`src/rtl/u8lc_pkg.sv`:
```
// shared types and helpers of the utf-8 lowercase transcoder
// run entry passed from front to back, lead byte classes, case lowering
// no dependencies
`default_nettype none

package u8lc_pkg;

  localparam int unsigned CP_W = 21;

  localparam logic [CP_W-1:0] CP_ASCII_UP_LO = 21'h00041;
  localparam logic [CP_W-1:0] CP_ASCII_UP_HI = 21'h0005A;
  localparam logic [CP_W-1:0] CP_CYR_UP_LO   = 21'h00410;
  localparam logic [CP_W-1:0] CP_CYR_UP_HI   = 21'h0042F;
  localparam logic [CP_W-1:0] CP_IO_UP       = 21'h00401;
  localparam logic [CP_W-1:0] CP_IO_LOW      = 21'h00451;
  localparam logic [CP_W-1:0] CP_CASE_OFS    = 21'h00020;

  localparam logic [CP_W-1:0] CP_MAX_1B = 21'h0007F;
  localparam logic [CP_W-1:0] CP_MAX_2B = 21'h007FF;
  localparam logic [CP_W-1:0] CP_MAX_3B = 21'h0FFFF;

  localparam logic [7:0] LEAD_2B  = 8'hC0;
  localparam logic [7:0] LEAD_3B  = 8'hE0;
  localparam logic [7:0] LEAD_4B  = 8'hF0;
  localparam logic [7:0] CONT_TAG = 8'h80;

  typedef logic [CP_W-1:0] cp_t;

  // buffered bytes of one run, lead byte in entry 0
  typedef struct packed {
    logic [3:0][7:0] bytes;
    logic [2:0]      len;
    logic            last;
  } run_t;

  // continuation bytes called for by a lead byte, zero for single or invalid
  function automatic logic [1:0] lead_extra(input logic [7:0] b);
    logic [1:0] e;
    e = 2'd0;
    if (b[7:5] == 3'b110) e = 2'd1;
    else if (b[7:4] == 4'b1110) e = 2'd2;
    else if (b[7:3] == 5'b11110) e = 2'd3;
    return e;
  endfunction

  function automatic cp_t lower_cp(input cp_t cp);
    cp_t r;
    r = cp;
    if (cp >= CP_ASCII_UP_LO && cp <= CP_ASCII_UP_HI) r = cp + CP_CASE_OFS;
    else if (cp >= CP_CYR_UP_LO && cp <= CP_CYR_UP_HI) r = cp + CP_CASE_OFS;
    else if (cp == CP_IO_UP) r = CP_IO_LOW;
    return r;
  endfunction

endpackage

`default_nettype wire

```
`src/rtl/u8lc_front.sv`:
```
// front end: accepts input bytes, buffers open sequences, emits runs when complete or at string end
// depends on u8lc_pkg
`default_nettype none

module u8lc_front
  import u8lc_pkg::*;
(
  input  wire logic       clk,
  input  wire logic       rst_n,
  input  wire logic       accept,
  input  wire logic [7:0] in_byte,
  input  wire logic       string_end,
  output logic            push,
  output run_t            push_run
);

  logic [7:0] pend_r [3];
  logic [1:0] cnt_r, cnt_nxt;
  logic [2:0] seqlen_r, seqlen_nxt;
  logic [2:0] run_len;
  logic       complete;

  always_comb begin
    for (int i = 0; i < 4; i++) begin
      if (i < 3 && 2'(i) < cnt_r) push_run.bytes[i] = pend_r[(i < 3) ? i : 0];
      else if (2'(i) == cnt_r) push_run.bytes[i] = in_byte;
      else push_run.bytes[i] = 8'h00;
    end
    run_len       = {1'b0, cnt_r} + 3'd1;
    push_run.len  = run_len;
    push_run.last = string_end;
    if (cnt_r == 2'd0) complete = (lead_extra(in_byte) == 2'd0);
    else complete = (run_len >= seqlen_r);
    push = accept && (string_end || complete);
  end

  always_comb begin
    cnt_nxt    = cnt_r;
    seqlen_nxt = seqlen_r;
    if (accept) begin
      if (push) begin
        cnt_nxt    = 2'd0;
        seqlen_nxt = 3'd0;
      end else if (cnt_r == 2'd0) begin
        cnt_nxt    = 2'd1;
        seqlen_nxt = {1'b0, lead_extra(in_byte)} + 3'd1;
      end else if (cnt_r != 2'd3) begin
        cnt_nxt = cnt_r + 2'd1;
      end
    end
  end

  always_ff @(posedge clk) begin
    if (!rst_n) begin
      cnt_r    <= 2'd0;
      seqlen_r <= 3'd0;
    end else begin
      cnt_r    <= cnt_nxt;
      seqlen_r <= seqlen_nxt;
    end
  end

  always_ff @(posedge clk) begin
    for (int i = 0; i < 3; i++) begin
      if (accept && !push && cnt_r == 2'(i)) pend_r[i] <= in_byte;
    end
  end

endmodule

`default_nettype wire

```
`src/rtl/u8lc_queue.sv`:
```
// short queue of runs between front and back end
// depends on u8lc_pkg
`default_nettype none

module u8lc_queue
  import u8lc_pkg::*;
#(
  parameter int unsigned DEPTH = 4
) (
  input  wire logic clk,
  input  wire logic rst_n,
  input  wire logic push,
  input  run_t      push_run,
  input  wire logic pop,
  output logic      not_full,
  output logic      head_valid,
  output run_t      head
);

  localparam int unsigned PTR_W = (DEPTH > 1) ? $clog2(DEPTH) : 1;
  localparam int unsigned CNT_W = $clog2(DEPTH + 1);

  run_t             mem_r [DEPTH];
  logic [PTR_W-1:0] wr_ptr_r, rd_ptr_r;
  logic [CNT_W-1:0] count_r;
  logic             do_pop;

  assign not_full   = (count_r != CNT_W'(DEPTH));
  assign head_valid = (count_r != '0);
  assign head       = mem_r[rd_ptr_r];
  assign do_pop     = pop && head_valid;

  always_ff @(posedge clk) begin
    if (!rst_n) begin
      wr_ptr_r <= '0;
      rd_ptr_r <= '0;
      count_r  <= '0;
    end else begin
      if (push) begin
        wr_ptr_r <= (wr_ptr_r == PTR_W'(DEPTH - 1)) ? '0 : wr_ptr_r + 1'b1;
      end
      if (do_pop) begin
        rd_ptr_r <= (rd_ptr_r == PTR_W'(DEPTH - 1)) ? '0 : rd_ptr_r + 1'b1;
      end
      if (push && !do_pop) count_r <= count_r + 1'b1;
      else if (!push && do_pop) count_r <= count_r - 1'b1;
    end
  end

  always_ff @(posedge clk) begin
    if (push) mem_r[wr_ptr_r] <= push_run;
  end

endmodule

`default_nettype wire

```
`src/rtl/u8lc_back.sv`:
```
// back end: decodes code points of the head run, lowers, re-encodes
// one output byte per cycle while a run is queued and out_tready allows, through a registered output stage
// depends on u8lc_pkg
`default_nettype none

module u8lc_back
  import u8lc_pkg::*;
(
  input  wire logic       clk,
  input  wire logic       rst_n,
  input  wire logic       head_valid,
  input  run_t            head,
  output logic            pop,
  output logic            out_tvalid,
  input  wire logic       out_tready,
  output logic [7:0]      out_byte,
  output logic            run_last,
  output logic            output_end
);

  logic [1:0] pos_r, pos_nxt;
  logic [1:0] bidx_r, bidx_nxt;
  logic       out_valid_r, out_valid_nxt;
  logic [7:0] out_byte_r;
  logic       run_last_r;
  logic       out_end_r;

  logic [7:0]      b0, b1, b2, b3;
  logic [1:0]      extra;
  logic [2:0]      consumed, next_pos;
  cp_t             cp, lcp;
  logic [3:0][7:0] enc;
  logic [1:0]      enc_last;
  logic            load_ok, emit, cp_done, run_done;

  always_comb begin
    b0    = head.bytes[pos_r];
    b1    = head.bytes[pos_r + 2'd1];
    b2    = head.bytes[pos_r + 2'd2];
    b3    = head.bytes[pos_r + 2'd3];
    extra = lead_extra(b0);
    if (extra != 2'd0 && ({1'b0, pos_r} + {1'b0, extra}) < head.len) begin
      consumed = {1'b0, extra} + 3'd1;
      case (extra)
        2'd1:    cp = CP_W'({b0[4:0], b1[5:0]});
        2'd2:    cp = CP_W'({b0[3:0], b1[5:0], b2[5:0]});
        2'd3:    cp = {b0[2:0], b1[5:0], b2[5:0], b3[5:0]};
        default: cp = CP_W'(b0);
      endcase
    end else begin
      consumed = 3'd1;
      cp       = CP_W'(b0);
    end
    lcp = lower_cp(cp);

    enc = '0;
    if (lcp <= CP_MAX_1B) begin
      enc[0]   = lcp[7:0];
      enc_last = 2'd0;
    end else if (lcp <= CP_MAX_2B) begin
      enc[0]   = LEAD_2B | {3'b000, lcp[10:6]};
      enc[1]   = CONT_TAG | {2'b00, lcp[5:0]};
      enc_last = 2'd1;
    end else if (lcp <= CP_MAX_3B) begin
      enc[0]   = LEAD_3B | {4'b0000, lcp[15:12]};
      enc[1]   = CONT_TAG | {2'b00, lcp[11:6]};
      enc[2]   = CONT_TAG | {2'b00, lcp[5:0]};
      enc_last = 2'd2;
    end else begin
      enc[0]   = LEAD_4B | {5'b00000, lcp[20:18]};
      enc[1]   = CONT_TAG | {2'b00, lcp[17:12]};
      enc[2]   = CONT_TAG | {2'b00, lcp[11:6]};
      enc[3]   = CONT_TAG | {2'b00, lcp[5:0]};
      enc_last = 2'd3;
    end

    next_pos = {1'b0, pos_r} + consumed;
    cp_done  = (bidx_r == enc_last);
    run_done = cp_done && (next_pos == head.len);
    load_ok  = !out_valid_r || out_tready;
    emit     = head_valid && load_ok;
    pop      = emit && run_done;

    pos_nxt       = pos_r;
    bidx_nxt      = bidx_r;
    out_valid_nxt = out_valid_r;
    if (load_ok) out_valid_nxt = head_valid;
    if (emit) begin
      if (cp_done) begin
        bidx_nxt = 2'd0;
        pos_nxt  = run_done ? 2'd0 : next_pos[1:0];
      end else begin
        bidx_nxt = bidx_r + 2'd1;
      end
    end
  end

  always_ff @(posedge clk) begin
    if (!rst_n) begin
      pos_r       <= 2'd0;
      bidx_r      <= 2'd0;
      out_valid_r <= 1'b0;
    end else begin
      pos_r       <= pos_nxt;
      bidx_r      <= bidx_nxt;
      out_valid_r <= out_valid_nxt;
    end
  end

  always_ff @(posedge clk) begin
    if (emit) begin
      out_byte_r <= enc[bidx_r];
      run_last_r <= run_done;
      out_end_r  <= run_done && head.last;
    end
  end

  assign out_tvalid = out_valid_r;
  assign out_byte   = out_byte_r;
  assign run_last   = run_last_r;
  assign output_end = out_end_r;

endmodule

`default_nettype wire

```
`src/rtl/utf8_lowercase_transcoder.sv`:
```
// utf-8 lowercase transcoder, top level: front end, run queue, back end
// path: a run-completing byte is written into the queue, then its first output byte into the output register
// throughput: one input byte per cycle and one output byte per cycle; input stalls only once
// the queue fills, while runs expand (lone leads, invalid bytes) or out_tready is held low
// reset: synchronous active-low rst_n empties the queue and drops any buffered sequence
// depends on u8lc_pkg, u8lc_front, u8lc_queue, u8lc_back
`default_nettype none

module utf8_lowercase_transcoder
  import u8lc_pkg::*;
#(
  parameter int unsigned QUEUE_DEPTH = 4
) (
  input  wire logic       clk,
  input  wire logic       rst_n,
  input  wire logic       in_tvalid,
  output logic            in_tready,
  input  wire logic [7:0] in_tdata,   // [7:0] in_byte
  input  wire logic       in_tlast,   // string_end
  output logic            out_tvalid,
  input  wire logic       out_tready,
  output logic [7:0]      out_tdata,  // [7:0] out_byte
  output logic            out_tuser,  // run_last
  output logic            out_tlast   // output_end
);

  logic accept;
  logic push;
  run_t push_run;
  logic pop;
  logic not_full;
  logic head_valid;
  run_t head;

  assign in_tready = not_full;
  assign accept    = in_tvalid && not_full;

  u8lc_front u_front (
    .clk        (clk),
    .rst_n      (rst_n),
    .accept     (accept),
    .in_byte    (in_tdata),
    .string_end (in_tlast),
    .push       (push),
    .push_run   (push_run)
  );

  u8lc_queue #(
    .DEPTH (QUEUE_DEPTH)
  ) u_queue (
    .clk        (clk),
    .rst_n      (rst_n),
    .push       (push),
    .push_run   (push_run),
    .pop        (pop),
    .not_full   (not_full),
    .head_valid (head_valid),
    .head       (head)
  );

  u8lc_back u_back (
    .clk        (clk),
    .rst_n      (rst_n),
    .head_valid (head_valid),
    .head       (head),
    .pop        (pop),
    .out_tvalid (out_tvalid),
    .out_tready (out_tready),
    .out_byte   (out_tdata),
    .run_last   (out_tuser),
    .output_end (out_tlast)
  );

endmodule

`default_nettype wire
```
`config.mk`:
```
export PLATFORM = sky130hd
export DESIGN_NAME = utf8_lowercase_transcoder
export DESIGN_NICKNAME = d
export VERILOG_FILES = /design/src/rtl/u8lc_pkg.sv /design/src/rtl/u8lc_front.sv /design/src/rtl/u8lc_queue.sv /design/src/rtl/u8lc_back.sv /design/src/rtl/utf8_lowercase_transcoder.sv
export SDC_FILE = /design/constraint.sdc
export NUM_CORES = 1
export LEC_CHECK = 0
export ABC_CLOCK_PERIOD_IN_PS = 17800
export BUFFER_PORTS_ARGS = -buffer_cell sky130_fd_sc_hd__buf_2
export CAP_MARGIN = 20
export CORE_ASPECT_RATIO = 0.75
export CORE_MARGIN = 2
export CORE_UTILIZATION = 42
export CTS_CLUSTER_DIAMETER = 100
export DETAILED_ROUTE_END_ITERATION = 10
export PLACE_DENSITY = 0.59
export SLEW_MARGIN = 20
export SYNTH_ARGS = -nofsm -noshare
export SYNTH_HDL_FRONTEND = slang
export SYNTH_SLANG_ARGS = --single-unit
```
`constraint.sdc`:
```
create_clock -name clk -period 17.8 [get_ports clk]
set_clock_uncertainty 0.1 [all_clocks]
set_input_delay 2.67 -clock clk [delete_from_list [all_inputs] [get_ports clk]]
set_output_delay 2.67 -clock clk [all_outputs]
set_load 0.02 [all_outputs]
```
==> key figures <==
Placed design
  • Number of port buffers: 24
  • Placed wire-length estimate: 17500 um
  • Setup slack after placement: 9190 ps
  • Placed inst area: 11300 um^2
  • GP Congestion: 0.939

Route
  • Routed wire length: 25400 um
  • Final ANT Viol Nets: 0
  • Drt pass-1 iters: 5
  • Via count: 7272
  • Routed WL per cell: 20.7 um
  • Vias per std cell: 5.95
  • # DRC: 0
  • DRT iter0 DRCs: 934

STA
  • Final Hold Slack: 386 ps
  • Total negative slack: 0 ps
  • Final setup violation count: 0
  • Unrepaired setup endpoints after global routing: false
  • Final hold vios: 0
  • Slew @ Worst Pin: 1010 ps
  • FMAX: 116 MHz
  • Max Slew Vio Count: 0
  • Final WS setup: 9150 ps
  • Tcrit/Tclk final: 0.486
  • Final Critical Period: 8650 ps
  • Relative slew slack: 0.329

CTS
  • CTS tree: yes
  • CTS sink count: 197
  • Clock Latency Late Sink: 440 ps
  • Hold_buf cts: 0
  • Setup Buffers After CTS: 0
  • Resize count post-CTS: 0
  • CTS max path bufs: 2
  • Root Buffer: clkbuf_16
  • Reg clk slew, reported paths: 80 ps
  • CTS buffer count: 17
  • H-tree Lvls: 4

Logic synthesis
  • Asr flop ratio synth: 0
  • Syn avg cell area: 12.6 um^2
  • Post-synthesis register bit count: 197
  • Synth Instances: 862
  • Top-count cell post-synth: edfxtp_1
  • Top cells by count, synth: edfxtp_1 (178), nand2_1 (75), nor2_1 (49), o21ai_0 (48), mux2i_1 (39)
  • Yosys Warn Count: 0
  • Post-synthesis sequential area ratio: 0.526
  • Synth top area cells: edfxtp_1 (49%), mux4_2 (7.9%), mux2i_1 (3.6%), mux2_2 (3.5%), dfxtp_1 (3.5%)
  • Yosys top cell by area: edfxtp_1
  • Top FF cell, synth: edfxtp_1
  • Mapped Area: 10900 um^2
  • Top-area cell type share of the netlist area: 0.491
  • Synthesized Nets: 903
  • Synth unique cells: 86
  • EDFF count, synth: 178

Setup path
  • Max Fanout on Critical Path: 42
  • Arr. time, crit path: 8910 ps
  • CP dominant cell by count: inv_1
  • Cell count of the worst reg-to-reg path: 31
  • Crit-path slowest cell: mux4_2
  • Nature of the critical path endpoint: flop
  • Startpoint type of the worst setup path: flop
  • Critical setup path kind: reg2reg
  • Worst path max stage delay: 640 ps
  • CP Data Required Time: 18060 ps

Floorplanning
  • Initial Util: 0.431
  • Top Ports: 25
  • Row count: 50
  • Die Footprint: 27200 um^2
  • Die Height: 143 um
  • Core Box Area: 25200 um^2
  • Die W: 190 um

Global routing
  • Largest net degree at the start of global routing: 57
  • Vias in the first global route: 6835
  • Total track usage: 0.193
  • Total congestion overflow: 0
  • Initial antenna violation count: 0
  • Global-route wire length before repair: 39700 um

Layout
  • Nets: 913
  • Ant diodes: 0
  • Number of fill cells: 2203
  • Synthesis-to-finish area growth: 9.28%
  • Layout cells sized above 1: 0.189
  • Design area: 11900 um^2
  • Core Util, Final: 0.471

Run
  • Max Cap Viol: 0

Power and ir drop
  • Static Leak: 4.00 nW
  • Max IR drop VDD: 0.0000809 V
  • Power per cell area: 175 nW/um^2

Min path
  • Type of the worst min-delay path: reg2reg
  • Hold path depth: 2

Outcome
  • Status: finished, final reports clean
[stage by stage]
stage                     power, mW  instances
after global routing           2.20       1223
after floorplan                1.41        862
final                          2.08       1223
after detailed placement       1.66       1191
after CTS                      2.07       1223
after global placement         1.67       1191
[cell families after synthesis]
| group | after synthesis | synth area share |
|---|---|---|
| compound gates | 193 | 0.126 |
| xor+xnor | 8 | 0.00644 |
| fa+ha+maj | 28 | 0.0343 |
| buf+inv | 69 | 0.0329 |
| flops | 197 | 0.526 |
| mux | 117 | 0.158 |
| simple gates | 250 | 0.116 |
[worst max-delay path, delay by kind of cell (launching register included)]
family | cells | cell delay (ps)
multiplexers | 2 | 1060
buffers and inverters | 6 | 980
AO/OA/AOI/OAI | 9 | 2050
XOR/XNOR | 2 | 430
adder cells (fa/ha/maj) | 6 | 1580
flip-flops | 1 | 320
AND/OR/NAND/NOR | 6 | 2020
[per-layer routing]
metal	track usage	part of all wire	routed length, um
met1	0.287	0.47	12000
met2	0.282	0.44	11100
met3	0.0462	0.072	1830
met4	0.0559	0.018	464
met5	0	0	0
[report_power, final]
part	total, mW	switching [mW]	internal, mW
Clock	0.404	0.187	0.217
Combinational	1.07	0.677	0.393
Sequential	0.608	0.0263	0.582
Total	2.08	0.891	1.19
[worst paths after layout]
| path | start | to | slack, ps |
|---|---|---|---|
| max | flop | u_queue.count_r[2] | 9150 |
| min reg2reg | u_back.out_tvalid | u_back.out_tvalid | 390 |
| min | u_back.out_tvalid | u_back.out_tvalid | 390 |
| max reg2reg | flop | u_queue.count_r[2] | 9150 |
[placed cells by master, fill, tap and decap left out, types with 25 or more instances in the layout]
cell type / instances
edfxtp_1: 178
mux2_2: 34
nand3_1: 27
o21ai_0: 48
mux2i_1: 39
mux4_2: 38
inv_1: 27
ha_1: 25
nand2_1: 75
nor2_1: 49
a21oi_1: 25
[registers in the layout (all words and copies together) (netlist names), named ones only]
signal	flops
u_front.seqlen_r	3
u_front.cnt_r	2
u_queue.mem_r	144
u_back.bidx_r	2
u_queue.rd_ptr_r	2
u_back.out_tvalid	1
u_back.output_end	1
u_front.pend_r	24
u_back.pos_r	2
u_back.out_byte	8
u_queue.count_r	3
u_back.run_last	1
u_queue.wr_ptr_r	2
[area by class of cell]
type | count | area [um^2] | share of cell area
clock inverters | 14 | 203 | 0.0171
clock buffers | 18 | 429 | 0.0361
inverters | 27 | 101 | 0.00853
well taps | 338 | 423 | 0.0356
multi-input cells | 596 | 4810 | 0.405
repair buffers | 33 | 188 | 0.0158
flip-flops and latches | 197 | 5730 | 0.482
Power figures use the tool's default switching activity.
